**src/rtl/sdsc_pkg.sv**
```systemverilog
// Shared types and constants for the SD SPI-mode command engine.
// Transfer payload structs, op codes, register indexes and sequencer phases.
// No dependencies.
package sdsc_pkg;

    // op codes of an input transfer
    localparam logic [1:0] OP_START = 2'd0;
    localparam logic [1:0] OP_RX    = 2'd1;
    localparam logic [1:0] OP_TICK  = 2'd2;

    // configuration register indexes
    localparam logic REG_READY_TIMEOUT = 1'b0;
    localparam logic REG_RESP_ATTEMPTS = 1'b1;

    localparam logic [15:0] READY_TIMEOUT_RESET = 16'd500;
    localparam logic [7:0]  RESP_ATTEMPTS_RESET = 8'd10;

    localparam logic [7:0] BYTE_IDLE   = 8'hFF;
    localparam logic [7:0] START_BITS  = 8'h40;
    localparam logic [7:0] CRC_CMD0    = 8'h95;
    localparam logic [7:0] CRC_CMD8    = 8'h87;
    localparam logic [7:0] CRC_OTHER   = 8'h01;
    localparam logic [5:0] IDX_CMD0    = 6'd0;
    localparam logic [5:0] IDX_CMD8    = 6'd8;
    localparam logic [5:0] IDX_CMD12   = 6'd12;
    localparam logic [5:0] IDX_CMD55   = 6'd55;
    localparam logic [2:0] FRAME_LAST  = 3'd5;
    localparam logic [15:0] TICKS_MAX  = 16'hFFFF;

    typedef enum logic [2:0] {
        PH_IDLE,
        PH_DUMMY,
        PH_DISCARD,
        PH_READY,
        PH_FRAME,
        PH_STUFF,
        PH_RESP
    } t_phase;

    typedef struct packed {
        logic [1:0]  op;
        logic [5:0]  cmd_index;
        logic        app_cmd;
        logic [31:0] argument;
        logic [7:0]  rx_byte;
    } t_in_item;

    typedef struct packed {
        logic       exchange;
        logic       card_select;
        logic [7:0] tx_byte;
        logic       done_res;
        logic [7:0] response;
        logic       busy_timeout;
    } t_out_item;

    typedef struct packed {
        t_phase      phase;
        logic [2:0]  byte_count;
        logic [15:0] elapsed_ticks;
        logic [7:0]  poll_left;
        logic [5:0]  saved_index;
        logic        app_pending;
        logic [31:0] saved_argument;
    } t_seq_state;

    typedef struct packed {
        logic [15:0] ready_timeout_ticks;
        logic [7:0]  response_attempts;
    } t_cfg;

endpackage

```
**src/rtl/sdsc_stream_if.sv**
```systemverilog
// Valid/ready stream interface with a typed payload.
// Used for both the item and result channels; no package dependency.
interface sdsc_stream_if #(
    parameter type t_payload = logic
);
    logic     valid;
    logic     ready;
    t_payload data;

    modport source (output valid, output data, input ready);
    modport sink   (input valid, input data, output ready);
endinterface

```
**src/rtl/sd_spi_command_engine.sv**
```systemverilog
// SD SPI-mode command engine: takes one item per cycle while the result
// channel keeps up. Each item (start, received byte or timer tick) is captured
// in an input register, passes through one sequencer step and lands in a result
// register once that register is free or being taken, and the result is offered
// from there. Ready drops only while an item is held in the input register and
// the result register is full and not being taken. Ticks and ignored items give
// no result transfer.
// Depends on sdsc_pkg, sdsc_stream_if and sdsc_step.
module sd_spi_command_engine (
    input  logic              i_clk,
    input  logic              i_rst_n,
    sdsc_stream_if.sink       i_in,
    sdsc_stream_if.source     o_out,
    input  logic              i_cfg_we,
    input  logic              i_cfg_index,
    input  logic [15:0]       i_cfg_data
);
    import sdsc_pkg::*;

    logic       r_in_valid;
    t_in_item   r_in_item;
    logic       r_out_valid;
    t_out_item  r_out_item;
    t_seq_state r_state;
    t_seq_state n_state;
    t_cfg       r_cfg;
    logic       n_res_valid;
    t_out_item  n_res;
    logic       out_free;
    logic       advance;

    assign out_free    = !r_out_valid || o_out.ready;
    assign advance     = r_in_valid && out_free;
    assign i_in.ready  = !r_in_valid || advance;
    assign o_out.valid = r_out_valid;
    assign o_out.data  = r_out_item;

    sdsc_step u_step (
        .i_state     (r_state),
        .i_item      (r_in_item),
        .i_cfg       (r_cfg),
        .o_state     (n_state),
        .o_res_valid (n_res_valid),
        .o_res       (n_res)
    );

    // capture an item on each input transfer
    always_ff @(posedge i_clk) begin
        if (!i_rst_n) begin
            r_in_valid <= 1'b0;
        end else if (i_in.ready) begin
            r_in_valid <= i_in.valid;
        end
        if (i_in.ready && i_in.valid) begin
            r_in_item <= i_in.data;
        end
    end

    // commit sequencer state and load the result register
    always_ff @(posedge i_clk) begin
        if (!i_rst_n) begin
            r_state     <= '{phase: PH_IDLE, byte_count: 3'd0, elapsed_ticks: 16'd0,
                             poll_left: 8'd0, saved_index: 6'd0, app_pending: 1'b0,
                             saved_argument: 32'd0};
            r_out_valid <= 1'b0;
        end else begin
            if (advance) begin
                r_state     <= n_state;
                r_out_valid <= n_res_valid;
            end else if (o_out.ready) begin
                r_out_valid <= 1'b0;
            end
        end
        if (advance && n_res_valid) begin
            r_out_item <= n_res;
        end
    end

    // configuration writes
    always_ff @(posedge i_clk) begin
        if (!i_rst_n) begin
            r_cfg.ready_timeout_ticks <= READY_TIMEOUT_RESET;
            r_cfg.response_attempts   <= RESP_ATTEMPTS_RESET;
        end else if (i_cfg_we) begin
            case (i_cfg_index)
                REG_READY_TIMEOUT: r_cfg.ready_timeout_ticks <= i_cfg_data;
                REG_RESP_ATTEMPTS: r_cfg.response_attempts   <= i_cfg_data[7:0];
                default: r_cfg <= r_cfg;
            endcase
        end
    end

endmodule

```
**src/rtl/sdsc_step.sv**
```systemverilog
// One sequencer step: next state and optional result for one item.
// Depends on sdsc_pkg.
module sdsc_step (
    input  sdsc_pkg::t_seq_state i_state,
    input  sdsc_pkg::t_in_item   i_item,
    input  sdsc_pkg::t_cfg       i_cfg,
    output sdsc_pkg::t_seq_state o_state,
    output logic                 o_res_valid,
    output sdsc_pkg::t_out_item  o_res
);
    import sdsc_pkg::*;

    logic [5:0]  cur_idx;
    logic [31:0] cur_arg;
    logic [2:0]  next_count;
    logic [7:0]  next_poll;
    logic [7:0]  frame_tx;

    // pick the command bytes for the CMD55 prefix or the main command
    assign cur_idx    = i_state.app_pending ? IDX_CMD55 : i_state.saved_index;
    assign cur_arg    = i_state.app_pending ? 32'd0 : i_state.saved_argument;
    assign next_count = i_state.byte_count + 3'd1;
    assign next_poll  = i_state.poll_left - 8'd1;

    // frame byte for the next position
    always_comb begin
        case (next_count)
            3'd1: frame_tx = cur_arg[31:24];
            3'd2: frame_tx = cur_arg[23:16];
            3'd3: frame_tx = cur_arg[15:8];
            3'd4: frame_tx = cur_arg[7:0];
            default: begin
                if (cur_idx == IDX_CMD0) begin
                    frame_tx = CRC_CMD0;
                end else if (cur_idx == IDX_CMD8) begin
                    frame_tx = CRC_CMD8;
                end else begin
                    frame_tx = CRC_OTHER;
                end
            end
        endcase
    end

    always_comb begin
        logic       fin;
        logic [7:0] fin_res;
        logic       fin_busy;
        fin      = 1'b0;
        fin_res  = 8'd0;
        fin_busy = 1'b0;
        o_state     = i_state;
        o_res_valid = 1'b0;
        o_res       = '0;

        case (i_item.op)
            OP_START: begin
                if (i_state.phase == PH_IDLE) begin
                    o_state.saved_index    = i_item.cmd_index;
                    o_state.app_pending    = i_item.app_cmd;
                    o_state.saved_argument = i_item.argument;
                    o_state.phase          = PH_DUMMY;
                    o_res_valid            = 1'b1;
                    o_res.exchange         = 1'b1;
                    o_res.tx_byte          = BYTE_IDLE;
                end
            end
            OP_RX: begin
                // default reply for every exchange: selected, send 0xFF
                o_res.exchange    = 1'b1;
                o_res.card_select = 1'b1;
                o_res.tx_byte     = BYTE_IDLE;
                o_res_valid       = (i_state.phase != PH_IDLE);
                case (i_state.phase)
                    PH_DUMMY: begin
                        o_state.phase         = PH_DISCARD;
                        o_state.elapsed_ticks = 16'd0;
                    end
                    PH_DISCARD: begin
                        o_state.phase = PH_READY;
                    end
                    PH_READY: begin
                        if (i_item.rx_byte == BYTE_IDLE) begin
                            o_state.phase      = PH_FRAME;
                            o_state.byte_count = 3'd0;
                            o_res.tx_byte      = START_BITS | {2'b00, cur_idx};
                        end else if (i_state.elapsed_ticks >= i_cfg.ready_timeout_ticks) begin
                            fin      = 1'b1;
                            fin_res  = BYTE_IDLE;
                            fin_busy = 1'b1;
                        end
                    end
                    PH_FRAME: begin
                        o_state.byte_count = next_count;
                        if (next_count <= FRAME_LAST) begin
                            o_res.tx_byte = frame_tx;
                        end else if (cur_idx == IDX_CMD12) begin
                            o_state.phase = PH_STUFF;
                        end else begin
                            o_state.phase     = PH_RESP;
                            o_state.poll_left = i_cfg.response_attempts;
                        end
                    end
                    PH_STUFF: begin
                        o_state.phase     = PH_RESP;
                        o_state.poll_left = i_cfg.response_attempts;
                    end
                    PH_RESP: begin
                        o_state.poll_left = next_poll;
                        if (!i_item.rx_byte[7] || next_poll == 8'd0) begin
                            fin     = 1'b1;
                            fin_res = i_item.rx_byte;
                        end
                    end
                    default: begin
                        o_state.phase = PH_IDLE;
                    end
                endcase

                // finish: chain into the main command after a good CMD55, else report the completion
                if (fin) begin
                    o_state.app_pending = 1'b0;
                    if (i_state.app_pending && !fin_busy && fin_res <= 8'd1) begin
                        o_state.phase     = PH_DUMMY;
                        o_res.card_select = 1'b0;
                    end else begin
                        o_state.phase      = PH_IDLE;
                        o_res.exchange     = 1'b0;
                        o_res.card_select  = 1'b0;
                        o_res.tx_byte      = 8'd0;
                        o_res.done_res     = 1'b1;
                        o_res.response     = fin_res;
                        o_res.busy_timeout = fin_busy;
                    end
                end
            end
            OP_TICK: begin
                if ((i_state.phase == PH_DISCARD || i_state.phase == PH_READY) &&
                    i_state.elapsed_ticks != TICKS_MAX) begin
                    o_state.elapsed_ticks = i_state.elapsed_ticks + 16'd1;
                end
            end
            default: begin
                o_state = i_state;
            end
        endcase
    end

endmodule

```
**src/flat_wrapper.sv**
```systemverilog
// flat-port wrapper written by rule: the top's interface ports become plain ports
module sd_spi_command_engine_flat import sdsc_pkg::*;
  (i_clk, i_rst_n, i_cfg_we, i_cfg_index, i_cfg_data, i_in_valid, i_in_data, i_in_ready, o_out_valid, o_out_data, o_out_ready);
  sdsc_stream_if i_in_i ();
  sdsc_stream_if o_out_i ();
  input  logic i_clk;
  input  logic i_rst_n;
  input  logic i_cfg_we;
  input  logic i_cfg_index;
  input  logic [15:0] i_cfg_data;
  input wire logic [$bits(i_in_i.valid)-1:0] i_in_valid;
  input wire logic [$bits(i_in_i.data)-1:0] i_in_data;
  output wire logic [$bits(i_in_i.ready)-1:0] i_in_ready;
  output wire logic [$bits(o_out_i.valid)-1:0] o_out_valid;
  output wire logic [$bits(o_out_i.data)-1:0] o_out_data;
  input wire logic [$bits(o_out_i.ready)-1:0] o_out_ready;
  assign i_in_i.valid = i_in_valid;
  assign i_in_i.data = i_in_data;
  assign i_in_ready = i_in_i.ready;
  assign o_out_valid = o_out_i.valid;
  assign o_out_data = o_out_i.data;
  assign o_out_i.ready = o_out_ready;
  sd_spi_command_engine u_core (.i_clk(i_clk), .i_rst_n(i_rst_n), .i_in(i_in_i), .o_out(o_out_i), .i_cfg_we(i_cfg_we), .i_cfg_index(i_cfg_index), .i_cfg_data(i_cfg_data));
endmodule
```
**config.mk**
```make
export PLATFORM = sky130hd
export DESIGN_NAME = sd_spi_command_engine_flat
export DESIGN_NICKNAME = d
export VERILOG_FILES = /design/src/rtl/sdsc_pkg.sv /design/src/rtl/sdsc_stream_if.sv /design/src/rtl/sd_spi_command_engine.sv /design/src/rtl/sdsc_step.sv /design/src/flat_wrapper.sv
export SDC_FILE = /design/constraint.sdc
export NUM_CORES = 1
export LEC_CHECK = 0
export BUFFER_PORTS_ARGS = -buffer_cell sky130_fd_sc_hd__buf_2
export CORE_AREA = 2 2 39 41
export CTS_CLUSTER_DIAMETER = 60
export DETAILED_ROUTE_END_ITERATION = 7
export DIE_AREA = 0 0 41 43
export GPL_TIMING_DRIVEN = 1
export SYNTH_ARGS = -nofsm -noshare
export SYNTH_HDL_FRONTEND = slang
export SYNTH_SLANG_ARGS = --single-unit
```
**constraint.sdc**
```tcl
create_clock -name i_clk -period 0.8 [get_ports i_clk]
set_input_delay 0.12 -clock i_clk [delete_from_list [all_inputs] [get_ports i_clk]]
set_output_delay 0.12 -clock i_clk [all_outputs]
set_load 0.05 [all_outputs]
```
# After elaboration in Yosys (flattened, before gate mapping)
# Index checks and enable logic that the tools add are counted.
# totals
word_cells,15
output_inout_bits,3
reg_bits,5
inputBits,23
# classes
reduce_logical,8
n_mux,4
# op_table
cell,n
logical NOT 3 bit,1
2-to-1 mux 1 bit,3
2-to-1 mux 3 bit,1
logical NOT 1 bit,2
logical OR 1 bit,2
AND reduction 2 bit,1
nonzero test 2 bit,1
logical AND 1 bit,1

# Longest topological paths before layout
# depth
word_depth,4
ltp_mapped,2

# By module
# Synthesis repeated with hierarchy kept, for this count alone.
# hier_totals
hier_cells,931
area_unflattened_um2,6640.1
# modules_own_cells
mod,area_per_inst_um2,seq_area_each_um2,cells_each,n_inst
sd_spi_command_engine,3762.4,1961.9,422,1
sdsc_step,2877.8,0.0,509,1

# Worst setup path after synthesis
# Ideal clock, no wire load.
# synth_path
path_type,register -> output
from,"reg u_core.r_out_valid, in the netlist u_core.o_out.valid"
to,out i_in_ready
n_path_buf,0
path_stages_with_launch,3
slack_ns,-0.464
t_arrival_ns,1.144
cell_sequence,dfxtp_1 -> nor2b_1 -> nand2_1
# synth_between
elab_chain_cells,4
# synth_rtl
item,line,source
start: declaration,sd_spi_command_engine.sv:22,logic r_out_valid;
start signal: assignment,sd_spi_command_engine.sv:69,r_out_valid <= n_res_valid;
logical NOT 1 bit,sd_spi_command_engine.sv:32,assign out_free = !r_out_valid || o_out.ready;
logical OR 1 bit,sd_spi_command_engine.sv:32,
logical AND 1 bit,sd_spi_command_engine.sv:33,assign advance = r_in_valid && out_free;
logical OR 1 bit,sd_spi_command_engine.sv:34,assign i_in.ready = !r_in_valid || advance;
end: declaration,flat_wrapper.sv:13,output wire logic [$bits(i_in_i.ready)-1:0] i_in_ready;
# Every way passes these cells.

# Worst setup path in the final report
# Same ends and word-level chain as after synthesis.

==> flow_metrics.env <==
export IMPL_synth_common_cells="nand2_1, dfxtp_1, nand2b_1, o21ai_1"
export IMPL_synth_edf_count=0
export IMPL_slew_violations=0
export IMPL_post_layout_nonfiller_instances=41
export IMPL_maxCapViolations=0
export IMPL_clk_pin_slew_ps=40
export IMPL_synth_nets=38
export IMPL_critPathKind="reg2out"
export IMPL_initial_core_util_pct=8.86
export IMPL_final_util_pct=17.1
export IMPL_rows=14
export IMPL_die_width_um=41
export IMPL_synthArstFlopShare_pct=0
export IMPL_synth_fa_ha_area_share_pct=0
export IMPL_diodes=0
export IMPL_worst_slack_ps=-239
export IMPL_setup_viol=2
export IMPL_vias=133
export IMPL_critPathRequiredTime_ps=680
export IMPL_areaGrowthSynthToFinish_pct=92.9
export IMPL_grt_max_degree=5
export IMPL_port_buffers=5
export IMPL_synth_top_area_share_pct=49.0
export IMPL_clock_sinks=3
export IMPL_crit_path_start_kind="register"
export IMPL_ys_types=8
export IMPL_hold_depth=3
export IMPL_ys_seq_elements=3
export IMPL_min_to="u_core.r_in_valid"
export IMPL_vias_per_cell=3.24
export IMPL_violations="negative setup slack"
export IMPL_holdBufCountCts=0
export IMPL_h_tree_depth=1
export IMPL_synthSimpleGateAreaFrac_pct=27.6
export IMPL_synth_seq_area_share_pct=49.0
export IMPL_worstSetupStartpoint="u_core.o_out.valid"
export IMPL_ir_drop_uv=344
export IMPL_globalRoute_totalOverflow=0
export IMPL_multi_input_area_um2=73.8
export IMPL_die_h_um=43
export IMPL_grt_setup_unrepaired="true"
export IMPL_synth_xor_area_share_pct=0
export IMPL_clkLatencyLatePin_ps=230
export IMPL_drt_total_wl_um=315
export IMPL_arrival_ps=920
export IMPL_synthCells=15
export IMPL_grt_pass1_vias=135
export IMPL_status="finished, violations left"
export IMPL_num_nets_final=49
export IMPL_drc=0
export IMPL_avgSynthCellArea_um2=8.17
export IMPL_cellLeakagePower_uw=0.000109
export IMPL_max_freq_ghz=0.962
export IMPL_skew_ps=1.43
export IMPL_cts_root_buffer="clkbuf_4"
export IMPL_numCtsBuffers=3
export IMPL_cp_end_kind="output pin"
export IMPL_grt_usage_pct=5.30
export IMPL_final_period_utilization_pct=130
export IMPL_postRouteAntennaNets=0
export IMPL_n_fill_cell=157
export IMPL_clock_path_buffers=2
export IMPL_grt_antenna_before_repair=0
export IMPL_place_inst=37
export IMPL_synth_area_um2=123
export IMPL_drt_iter0_drc=1
export IMPL_rr_startpoint="u_core.o_out.valid"
export IMPL_yosysMostFrequentCell="nand2_1"
export IMPL_fin_crit_ps=1040
export IMPL_drive_above_1_share_pct=56.0
export IMPL_place_hpwl_um=200
export IMPL_die_area_um2=1760
export IMPL_gp_congestion=0.640
export IMPL_reg2reg_setup_slack_ps=30
export IMPL_yosys_most_used_dff="dfxtp_1"
export IMPL_first_pass_iters=2
export IMPL_rr_endpoint="u_core.r_state[66]"
export IMPL_top_level_ports=26
export IMPL_synth_area_leaders="dfxtp_1, nand2_1, nand2b_1"
export IMPL_core_um2=1380
export IMPL_hold_viol_final=0
export IMPL_cts_tree="built"
export IMPL_grt_pass1_wl_um=496
export IMPL_p_per_area_nw_per_um2=2170
export IMPL_seqCellArea_um2=63.8
export IMPL_min_path_type="in2reg"
export IMPL_post_drt_wl_per_cell_um=7.68
export IMPL_synth_top_family_by_area="simple AND/OR/NAND/NOR gates"
export IMPL_min_from="i_in_valid"
export IMPL_critPathMaxFanout=2
export IMPL_synth_compound_area_share_pct=14.3
export IMPL_synth_largest_area_cell="dfxtp_1"
export IMPL_synthMuxAreaShare_pct=0
export IMPL_rr_worst_depth=3
export IMPL_yosysWarnings=0
-- layout by cell type (no fill, tap or decap) --
| cell | instances |
|---|---|
| a21boi_1 | 1 |
| buf_2 | 3 |
| buf_4 | 2 |
| buf_6 | 2 |
| clkbuf_1 | 1 |
| clkbuf_4 | 3 |
| conb_1 | 1 |
| dfxtp_1 | 2 |
| dfxtp_4 | 1 |
| nand2_1 | 3 |
| nand2_4 | 1 |
| nand2b_1 | 2 |
| nor2b_4 | 1 |
| o21ai_1 | 1 |
| o21ai_2 | 1 |
-- registers in the layout, summed over array words and instances (netlist names) --
| register | count |
|---|---|
| u_core.o_out.valid | 1 |
| u_core.r_in_valid | 1 |
| u_core.r_state | 1 |
-- how the worst max path moves through the flow --
stage	endpoint	slack, ps
after floorplan	i_in_ready	-60
after global placement	i_in_ready	-60
after detailed placement	i_in_ready	-50
after CTS	i_in_ready	-260
after global routing	i_in_ready	-280
final	i_in_ready	-240
-- what timing repair did --
action | CTS | global route
setup buffers | 1 | 1
pin swaps | 1 | 1
endpoints found under the hold margin | 0 | 0
endpoints found under the setup margin | 2 | 3
resized for setup | 4 | 1
-- metrics by stage --
| step | instance area [µm²] | setup TNS (ps) | hold WS, ps | setup WS [ps] | power, µW |
|---|---|---|---|---|---|
| 6_report | 236 | -395 | 107 | -239 | 513 |
| 5_1_grt | 236 | -480 | 109 | -282 | 549 |
| 4_1_cts | 240 | -508 | 99.1 | -256 | 535 |
| 3_5_place_dp | 194 | -54.6 | 346 | -54.6 | 234 |
| 3_3_place_gp | 194 | -57.7 | 325 | -57.7 | 233 |
| 2_1_floorplan | 141 | -57.3 | 235 | -56.2 | 214 |
-- power by group --
part / switching, µW / leakage (µW) / internal (µW)
combinational: 42.5 / 0.0000688 / 30.7
sequential: 7.12 / 0.0000256 / 160
clock: 85.0 / 0.0000150 / 187
-- cell families (layout without fill, tap and decap cells) --
logic type             count (synthesis)  count (layout)
flip-flops                             3               3
AO/OA/AOI/OAI                          3               3
other                                  1               1
buffers and inverters                  1              11
AND/OR/NAND/NOR                        7               7
-- final cells by class --
class                   count  share of cell area [%]
multi-input cells          11                    31.2
well taps                  16                    8.47
clock buffers               4                    11.1
repair buffers              7                    22.2
flip-flops and latches      3                    27.0
-- worst max-delay path, cell delays in order (launching register included) --
cell     delay (ps)
dfxtp_4         330
nor2b_4         160
nand2_4          50
buf_6           150
-- metal layers --
| layer | GRT usage, % | up-vias | share of wire, % |
|---|---|---|---|
| met5 | 0 | - | 0 |
| met4 | 8.00 | 0 | 0 |
| met3 | 4.71 | 0 | 5.7 |
| met2 | 7.50 | 5 | 63 |
| met1 | 2.54 | 62 | 31 |
| li1 | - | 66 | - |
Note: power is estimated with default switching activity, not from simulation.
